`config.mk`:
```
export PLATFORM = sky130hd
export DESIGN_NAME = fractal_raster_pixel_generator_top
export DESIGN_NICKNAME = d
export VERILOG_FILES = /design/src/rtl/frpg_pkg.sv /design/src/rtl/frpg_cell.sv /design/src/rtl/fractal_raster_pixel_generator_top.sv
export SDC_FILE = /design/constraint.sdc
export NUM_CORES = 1
export LEC_CHECK = 0
export ABC_AREA = 1
export ABC_CLOCK_PERIOD_IN_PS = 4900
export BUFFER_PORTS_ARGS = -buffer_cell sky130_fd_sc_hd__buf_2
export CAP_MARGIN = 25
export CORE_AREA = 2 2 90 92
export CTS_BUF_LIST = sky130_fd_sc_hd__clkbuf_4 sky130_fd_sc_hd__clkbuf_8
export CTS_CLUSTER_SIZE = 30
export DETAILED_ROUTE_END_ITERATION = 6
export DIE_AREA = 0 0 92 94
export PLACE_DENSITY_LB_ADDON = 0.3
export SYNTH_ARGS = -nofsm -noshare
export SYNTH_HDL_FRONTEND = slang
export SYNTH_HIERARCHICAL = 1
export SYNTH_SLANG_ARGS = --single-unit
export TNS_END_PERCENT = 30
```
`constraint.sdc`:
```
create_clock -name clk_i -period 4.9 [get_ports clk_i]
set_clock_uncertainty 0.1 [all_clocks]
set_input_delay 0.245 -clock clk_i [delete_from_list [all_inputs] [get_ports clk_i]]
set_output_delay 0.245 -clock clk_i [all_outputs]
set_load 0.05 [all_outputs]
```
`src/rtl/frpg_pkg.sv`:
```
// ----------------------------------------------------------------------------
// frpg_pkg
// Shared constants and types of the fractal raster pixel generator.
// ----------------------------------------------------------------------------
package frpg_pkg;

  // Number of digit cells, one per recursion level
  localparam int unsigned MaxLevel = 6;
  localparam int unsigned DigitW   = 2;
  localparam int unsigned LevelW   = 3;
  localparam int unsigned ModeW    = 2;
  localparam int unsigned CfgIdxW  = 2;
  localparam int unsigned CfgDataW = 3;

  // Pattern modes; the unused code falls back to the carpet rule
  localparam logic [ModeW-1:0] ModeCarpet   = 2'd0;
  localparam logic [ModeW-1:0] ModeTriangle = 2'd1;
  localparam logic [ModeW-1:0] ModeVicsek   = 2'd2;

  // Configuration register indexes
  typedef enum logic [CfgIdxW-1:0] {
    RegPatternMode = 2'd0,
    RegLevel       = 2'd1
  } cfg_reg_e;

  // Digit values
  localparam logic [DigitW-1:0] DigitZero = 2'd0;
  localparam logic [DigitW-1:0] DigitOne  = 2'd1;
  localparam logic [DigitW-1:0] DigitTwo  = 2'd2;

  // Control common to every cell
  typedef struct packed {
    logic base_two;  // base 2 instead of base 3
    logic vicsek;    // corner/center rule instead of hole rule
    logic restart;   // scan returns to origin for this beat
    logic step;      // a beat is accepted, digits advance
    logic clear;     // register write, digits return to zero
  } cell_ctl_t;

  // Data handed from one cell to the next level up
  typedef struct packed {
    logic col_carry;  // column counter wraps below this level
    logic row_carry;  // row counter wraps below this level
    logic fill;       // every lower level allows its digit pair
  } cell_link_t;

  // One result beat
  typedef struct packed {
    logic filled;
    logic row_end;
    logic frame_end;
  } pix_t;

endpackage

```
`src/rtl/frpg_cell.sv`:
```
// ----------------------------------------------------------------------------
// frpg_cell
// One recursion level: holds the row and column digit of that level, checks
// the digit pair and passes the carries and fill flag to the next level.
// ----------------------------------------------------------------------------
module frpg_cell
  import frpg_pkg::*;
(
  input  logic       clk_i,
  input  logic       rst_ni,
  input  logic       active_i,
  input  cell_ctl_t  ctl_i,
  input  cell_link_t link_i,
  output cell_link_t link_o
);

  logic [DigitW-1:0] row_q, row_d;
  logic [DigitW-1:0] col_q, col_d;
  logic [DigitW-1:0] row_eff, col_eff;
  logic              row_top, col_top;
  logic              pair_ok;
  logic              row_inc, col_inc;

  // Restart clears the digits before they are looked at
  assign row_eff = ctl_i.restart ? DigitZero : row_q;
  assign col_eff = ctl_i.restart ? DigitZero : col_q;

  // Top digit of the base
  assign row_top = ctl_i.base_two ? (row_eff != DigitZero) : (row_eff >= DigitTwo);
  assign col_top = ctl_i.base_two ? (col_eff != DigitZero) : (col_eff >= DigitTwo);

  // Allowed digit pair
  always_comb begin
    if (ctl_i.vicsek) begin
      pair_ok = ((row_eff != DigitOne) && (col_eff != DigitOne)) ||
                ((row_eff == DigitOne) && (col_eff == DigitOne));
    end else begin
      pair_ok = !((row_eff == DigitOne) && (col_eff == DigitOne));
    end
  end

  // Carry and fill chain; an inactive level is transparent
  assign col_inc = active_i && link_i.col_carry;
  assign row_inc = active_i && link_i.row_carry;

  assign link_o.col_carry = link_i.col_carry && (!active_i || col_top);
  assign link_o.row_carry = link_i.row_carry && (!active_i || row_top);
  assign link_o.fill      = link_i.fill && (!active_i || pair_ok);

  // Next digits
  always_comb begin
    col_d = col_eff;
    row_d = row_eff;
    if (col_inc) begin
      col_d = col_top ? DigitZero : col_eff + DigitOne;
    end
    if (row_inc) begin
      row_d = row_top ? DigitZero : row_eff + DigitOne;
    end
  end

  always_ff @(posedge clk_i or negedge rst_ni) begin
    if (!rst_ni) begin
      row_q <= DigitZero;
      col_q <= DigitZero;
    end else if (ctl_i.clear) begin
      row_q <= DigitZero;
      col_q <= DigitZero;
    end else if (ctl_i.step) begin
      row_q <= row_d;
      col_q <= col_d;
    end
  end

endmodule

```
`src/rtl/fractal_raster_pixel_generator_top.sv`:
```
// Each pixel beat is registered in the output register, or first in the skid
// entry while the output is held. One pixel per cycle while the skid entry is
// empty; the carry chain through the MaxLevel cells is combinational, and a
// two-entry output stage keeps input ready while one result waits. Reset:
// asynchronous, active low; scan to origin, mode carpet, level 1, output empty.
// ----------------------------------------------------------------------------
// fractal_raster_pixel_generator_top
// Raster scan of carpet, triangle or Vicsek patterns over a row of digit cells.
// ----------------------------------------------------------------------------
module fractal_raster_pixel_generator_top
  import frpg_pkg::*;
(
  input  logic                clk_i,
  input  logic                rst_ni,
  input  logic                cfg_we_i,
  input  logic [CfgIdxW-1:0]  cfg_idx_i,
  input  logic [CfgDataW-1:0] cfg_wdata_i,
  input  logic                in_valid_i,
  output logic                in_ready_o,
  input  logic                restart_i,
  output logic                out_valid_o,
  input  logic                out_ready_i,
  output logic                filled_o,
  output logic                row_end_o,
  output logic                frame_end_o
);

  localparam int unsigned LvlCntW = $clog2(MaxLevel + 1);

  logic [ModeW-1:0]  mode_q;
  logic [LevelW-1:0] level_q;
  logic              cfg_hit;
  logic [LvlCntW-1:0] lvl_eff;
  logic [MaxLevel-1:0] active;
  logic              in_beat;
  cell_ctl_t         ctl;
  cell_link_t        link [MaxLevel+1];
  pix_t              pix;
  pix_t              out_q, skid_q;
  logic              out_valid_q, skid_valid_q;

  // Configuration registers
  assign cfg_hit = cfg_we_i &&
                   ((cfg_idx_i == RegPatternMode) || (cfg_idx_i == RegLevel));

  always_ff @(posedge clk_i or negedge rst_ni) begin
    if (!rst_ni) begin
      mode_q  <= ModeCarpet;
      level_q <= LevelW'(1);
    end else if (cfg_we_i) begin
      case (cfg_idx_i)
        RegPatternMode: mode_q  <= cfg_wdata_i[ModeW-1:0];
        RegLevel:       level_q <= cfg_wdata_i[LevelW-1:0];
        default:        ;
      endcase
    end
  end

  // Active level count, clamped to 1..MaxLevel
  always_comb begin
    if (level_q == '0) begin
      lvl_eff = LvlCntW'(1);
    end else if (32'(level_q) > MaxLevel) begin
      lvl_eff = LvlCntW'(MaxLevel);
    end else begin
      lvl_eff = LvlCntW'(level_q);
    end
  end

  for (genvar k = 0; k < MaxLevel; k++) begin : g_active
    assign active[k] = (LvlCntW'(k) < lvl_eff);
  end

  // Cell control
  assign in_beat      = in_valid_i && in_ready_o;
  assign ctl.base_two = (mode_q == ModeTriangle);
  assign ctl.vicsek   = (mode_q == ModeVicsek);
  assign ctl.restart  = restart_i;
  assign ctl.step     = in_beat;
  assign ctl.clear    = cfg_hit;

  // Row of digit cells; the column carry out of the top feeds the row counter
  assign link[0].col_carry = 1'b1;
  assign link[0].row_carry = link[MaxLevel].col_carry;
  assign link[0].fill      = 1'b1;

  for (genvar k = 0; k < MaxLevel; k++) begin : g_cell
    frpg_cell u_cell (
      .clk_i    (clk_i),
      .rst_ni   (rst_ni),
      .active_i (active[k]),
      .ctl_i    (ctl),
      .link_i   (link[k]),
      .link_o   (link[k+1])
    );
  end

  assign pix.filled    = link[MaxLevel].fill;
  assign pix.row_end   = link[MaxLevel].col_carry;
  assign pix.frame_end = link[MaxLevel].row_carry;

  // Output register with skid entry
  assign in_ready_o = !skid_valid_q;

  always_ff @(posedge clk_i or negedge rst_ni) begin
    if (!rst_ni) begin
      out_valid_q  <= 1'b0;
      skid_valid_q <= 1'b0;
    end else if (out_ready_i || !out_valid_q) begin
      if (skid_valid_q) begin
        out_valid_q  <= 1'b1;
        skid_valid_q <= 1'b0;
      end else begin
        out_valid_q <= in_beat;
      end
    end else if (in_beat) begin
      skid_valid_q <= 1'b1;
    end
  end

  always_ff @(posedge clk_i) begin
    if (out_ready_i || !out_valid_q) begin
      if (skid_valid_q) begin
        out_q <= skid_q;
      end else if (in_beat) begin
        out_q <= pix;
      end
    end else if (in_beat) begin
      skid_q <= pix;
    end
  end

  assign out_valid_o = out_valid_q;
  assign filled_o    = out_q.filled;
  assign row_end_o   = out_q.row_end;
  assign frame_end_o = out_q.frame_end;

`ifndef SYNTH
  // Frame end only ever comes on the last pixel of a row
  a_frame_on_row_end: assert property (@(posedge clk_i) disable iff (!rst_ni)
    out_valid_o |-> (!frame_end_o || row_end_o))
    else $error("frame_end without row_end");

  // Skid entry is only filled behind a held output beat
  a_skid_behind_out: assert property (@(posedge clk_i) disable iff (!rst_ni)
    skid_valid_q |-> out_valid_q)
    else $error("skid entry valid with empty output register");

  // A restarted beat is the first pixel of a row and cannot end it
  a_restart_not_end: assert property (@(posedge clk_i) disable iff (!rst_ni)
    (in_beat && restart_i) |-> !pix.row_end)
    else $error("restart beat marked as row end");
`endif

endmodule

```
### Word level (Yosys, flattened, before mapping)

Cells that the tools add are included.
Widths: inputs -> output; s select.

* add/subtract/negate cells: 12
* $lt $le $gt $ge: 19
* equality and inequality tests: 27
* mux-type cells: 85
* bitwise operators: 1
* reduce and logical (&&, ||, !) cells: 102

Operators by type and width (count)
* $mux 2: 60
* $logic_and 1x1->1: 41
* $reduce_bool 2->1: 15
* $eq 2x1->1 const B: 14
* $logic_or 1x1->1: 26
* $add 2x1->2 const B: 12
* $ge 2x2->1 const B: 12
* $ne 2x1->1 const B: 12
* $mux 1: 21
* $logic_not 1->1: 14
* $mux 3: 4
* $reduce_and 2->1: 4
* $lt 1x3->1 const A: 2
* $lt 2x3->1 const A: 2
* $lt 3x3->1 const A: 2
* $gt 3x3->1 const B: 1
* $logic_not 3->1: 1
* $eq 2x2->1 const B: 1
* $logic_not 2->1: 1
* $not 1->1: 1

* register bits: 37
* input port bits: 11
* output and inout bits: 5
* word-level logic and storage cells: 268

### Longest topological paths before layout

* depth in word-level cells: 20
* depth in mapped cells: 29
* mapped depth without buffers: 29

### Modules after synthesis

Netlist, hierarchy kept.

Modules (own cells, without submodules)
* frpg_cell: instances 6, cells an instance 60, area an instance 339.1 µm², sequential area each 100.1 µm²
* fractal_raster_pixel_generator_top: instances 1, cells an instance 68, area an instance 594.3 µm², sequential area each 356.6 µm²

### Worst setup path after synthesis

OpenSTA, ideal clock, no wires.

* path kind: register -> register
* start: register mode_q[1]
* end: register out_q, in the netlist frame_end_o, data pin
* library setup time: 0.130 ns
* data arrival time: 3.788 ns
* data required time: 4.670 ns
* setup slack: 0.882 ns
* cell stages (with the launch flop): 28
* path buffers: 0
* period minus slack after synthesis: 4.018 ns
* cell sequence: dfrtp_1 > nor2_1 > nand2_1 > a31oi_1 > inv_1 > a31oi_1 > inv_1 > a31oi_1 > inv_1 > a31oi_1 > inv_1 > a31oi_1 > inv_1 > a31oi_1 > inv_1 > a31oi_1 > inv_1 > a31oi_1 > inv_1 > a31oi_1 > inv_1 > a31oi_1 > inv_1 > a31oi_1 > inv_1 > a31oi_1 > nand2_1 > nand2_1

RTL lines
* start, declared: RTL line fractal_raster_pixel_generator_top.sv:30 `logic [ModeW-1:0] mode_q;`
* start signal, assigned: RTL line fractal_raster_pixel_generator_top.sv:48 `mode_q <= ModeCarpet;`
* start signal, assigned: RTL line fractal_raster_pixel_generator_top.sv:52 `RegPatternMode: mode_q <= cfg_wdata_i[ModeW-1:0];`
* end signal, assigned: RTL line fractal_raster_pixel_generator_top.sv:124 `out_q <= skid_q;`
* end signal, assigned: RTL line fractal_raster_pixel_generator_top.sv:126 `out_q <= pix;`
* end, declared: RTL line fractal_raster_pixel_generator_top.sv:39 `pix_t out_q, skid_q;`

==> qor.csv <==
stage;metric;value;unit
logic_synthesis;Synth area leaders;dfrtp_1, nand2_1, inv_1, edfxtp_1, nor2_1;
global_routing;number of global-route vias before repair;2441;
logic_synthesis;mean post-synth cell area;6.142;µm²
global_routing;largest net degree at the start of global routing;32;
clocking;total clock sinks;37;
logic_synthesis;Seq/Total Area, Yosys;36.41;%
clocking;Worst-Skew Late Latency;0.29;ns
timing;fin. max-slew vios;0;
timing;Setup TNS;0;ns
logic_synthesis;Yosys top cell area share;28.56;%
global_routing;initial antenna violation count;0;
run_status;outcome;completed;
place;RD Place Congestion;0.8421;
floorplan;Die Y-Extent;94;µm
logic_synthesis;flops & latches, synth;37;
place;Setup WS pre-CTS;0.6823;ns
global_routing;GRT Util Overall;14.94;%
power_and_ir_drop;LEAKAGE;1.722;nW
drt;First-pass DRT Iterations;4;
final_layout;commonest non-fill, non-tap cell in the layout;nand2_1;
timing;Worst Tran Pin Value;1.026;ns
drt;antenna-violating nets left;0;
hold_path;worst min path class;input port to flop;
timing;Setup Viol. Count Final;0;
final_layout;P&R area growth vs syn;13.14;%
final_layout;utilization after layout;39.10;%
global_routing;total grt overflow;0;
floorplan;die width;92;µm
drt;final wirelength;5881;µm
drt;vias per cell;4.507;
timing;Period minus WS final;4.176;ns
final_layout;most frequent cells in the layout;nand2_1, inv_1, nor2_1, dfrtp_1, nand3_1;
worst_setup_path;kind of critical path;flop to flop;
logic_synthesis;distinct cell type count after synthesis;21;
floorplan;Initial Utilization;34.56;%
global_routing;global-route wire length before repair;10680;µm
worst_setup_path;Critical Path AT;4.24;ns
power_and_ir_drop;Final Power;0.0007722;W
timing;Final Hold Fails;0;
logic_synthesis;Mapped Cells;428;
clocking;Max clock buf depth;2;
final_layout;nets@finish;474;
clocking;Root Driver;clkbuf_8;
run;max_cap viols;0;
logic_synthesis;Yosys top cell by area;dfrtp_1;
timing;worst rel slew slack;31.32;%
clocking;CTS tree;done;
floorplan;die area;8648;µm²
place;port bufs;15;
timing;f_max;0.2395;GHz
floorplan;Core ar.;7607;µm²
timing;period utilisation layout;85.22;%
timing;hold_ws;0.09359;ns
clocking;H-tree depth;2;
drt;Vias;2524;
worst_setup_path;Startpoint Class;flop;
drt;drt wl/cell;10.50;µm
clocking;Num CTS Buffers;5;
floorplan;row count;32;
timing;unrepaired setup endpoints after global routing;no;
worst_setup_path;Critical Path RT;4.96;ns
logic_synthesis;yosys synthesis warning count;6;
clocking;Gates resized, CTS repair;0;
drt;initial drt markers;79;
worst_setup_path;worst-path maximum fanout;4;
floorplan;I/O pin count;16;
place;dpl hpwl;4480;µm
drt;Remaining DRCs;0;
clocking;Clk pin slew, worst setup/hold paths;0.07;ns
power_and_ir_drop;worst IR drop on VDD;0.0001295;V
logic_synthesis;Netlist Area Pre-Place;2629;µm²
final_layout;layout cells sized above 1;10.26;%
power_and_ir_drop;PD cells;259.6;nW/µm²
final_layout;ANT cells;0;
worst_setup_path;Worst setup EP type;flop;
timing;fin worst setup slack;0.7244;ns
==> final timing paths <==
| path | cells after the start | slack (ns) | endpoint | from |
|---|---|---|---|---|
| worst max-delay path | 27 | 0.72 | frame_end_o$_DFFE_PP_ | mode_q[1]$_DFFE_PN0P_ |
| worst min-delay path | 3 | 0.09 | level_q[0]$_DFFE_PN1P_ | cfg_wdata_i[0] |
| worst max register to register | 27 | 0.72 | frame_end_o$_DFFE_PP_ | mode_q[1]$_DFFE_PN0P_ |
| worst min register to register | 2 | 0.37 | level_q[0]$_DFFE_PN1P_ | level_q[0]$_DFFE_PN1P_ |
| max in group asynchronous | 2 | 3.79 | g_cell[0].u_cell/row_q[0]$_DFFE_PN0P_ | rst_ni |
| min in group asynchronous | 2 | 0.44 | level_q[2]$_DFFE_PN0P_ | rst_ni |
==> state kept, by name (all words and copies together), names as in the netlist <==
name                 cells
skid_valid_q             1
g_cell.u_cell/row_q     12
g_cell.u_cell/col_q     12
mode_q                   2
frame_end_o              1
filled_o                 1
level_q                  3
skid_q                   3
row_end_o                1
out_valid_o              1
==> power by group <==
group	internal, W	switching (W)
Combinational	0.0000433	0.000115
Clock	0.000156	0.000108
Sequential	0.000334	0.0000165
Total	0.000533	0.000239
==> cells by family after synthesis <==
family,synth area share [%]
AOI/OAI and AO/OA,8.139
adders and majority gates,2.856
and+or+nand+nor,40.17
DFF,36.41
other,0.1427
buffers and inverters,12.28
==> cells in the mapped netlist <==
| cell | number |
|---|---|
| nand3_1 | 27 |
| nand2_1 | 174 |
| nand2_2 | 12 |
| conb_1 | 1 |
| inv_2 | 7 |
| a21oi_1 | 13 |
| nor2_2 | 3 |
| o21ai_0 | 1 |
| edfxtp_1 | 6 |
| buf_4 | 1 |
| a31oi_1 | 12 |
| clkbuf_1 | 1 |
| dfstp_2 | 1 |
| o21ai_1 | 12 |
| inv_1 | 76 |
| nor2_1 | 40 |
| a21oi_2 | 1 |
| nor3_1 | 1 |
| nand4_1 | 3 |
| dfrtp_1 | 30 |
| ha_1 | 6 |
==> worst max-delay path, cell delays in order (launching register included) <==
cell	delay, ns
dfrtp_1	0.40
nor2_1	0.19
nand2_1	0.08
a31oi_1	0.19
inv_1	0.06
a31oi_1	0.19
inv_1	0.06
a31oi_1	0.22
inv_1	0.06
a31oi_1	0.19
inv_1	0.06
a31oi_1	0.19
inv_1	0.06
a31oi_1	0.30
inv_1	0.07
a31oi_1	0.19
inv_1	0.06
a31oi_1	0.21
inv_1	0.06
a31oi_1	0.22
inv_1	0.06
a31oi_1	0.19
inv_1	0.07
a31oi_1	0.21
inv_1	0.07
a31oi_1	0.18
nand2_1	0.08
nand2_1	0.05
==> through the flow <==
stage,instance area (µm²),cells
floorplan,2655,435
global placement,2854,551
detailed placement,2854,551
CTS,2974,560
global route,2974,560
finish,2974,560
==> timing repair <==
action / in CTS / in global routing
setup buffers: 0 / 0
hold buffers: 1 / 0
endpoints found under the hold margin: 30 / 0
==> final cells by class <==
type	instances	area, µm²
tap	102	127.6
clock inverter	2	33.78
inverter	83	311.5
sequential	37	957.2
multi-input combinational	313	1375
clock buffer	6	76.32
timing repair buffer	17	92.59
fill	864	4633
==> metal layers <==
| metal | share of wire, % | track usage, % |
|---|---|---|
| met4 | 1.1 | 4.104 |
| met2 | 45 | 24.63 |
| met1 | 50 | 20.22 |
| met3 | 3.9 | 2.648 |
| met5 | 0 | 0 |
Note: power is estimated with default switching activity, not from simulation.
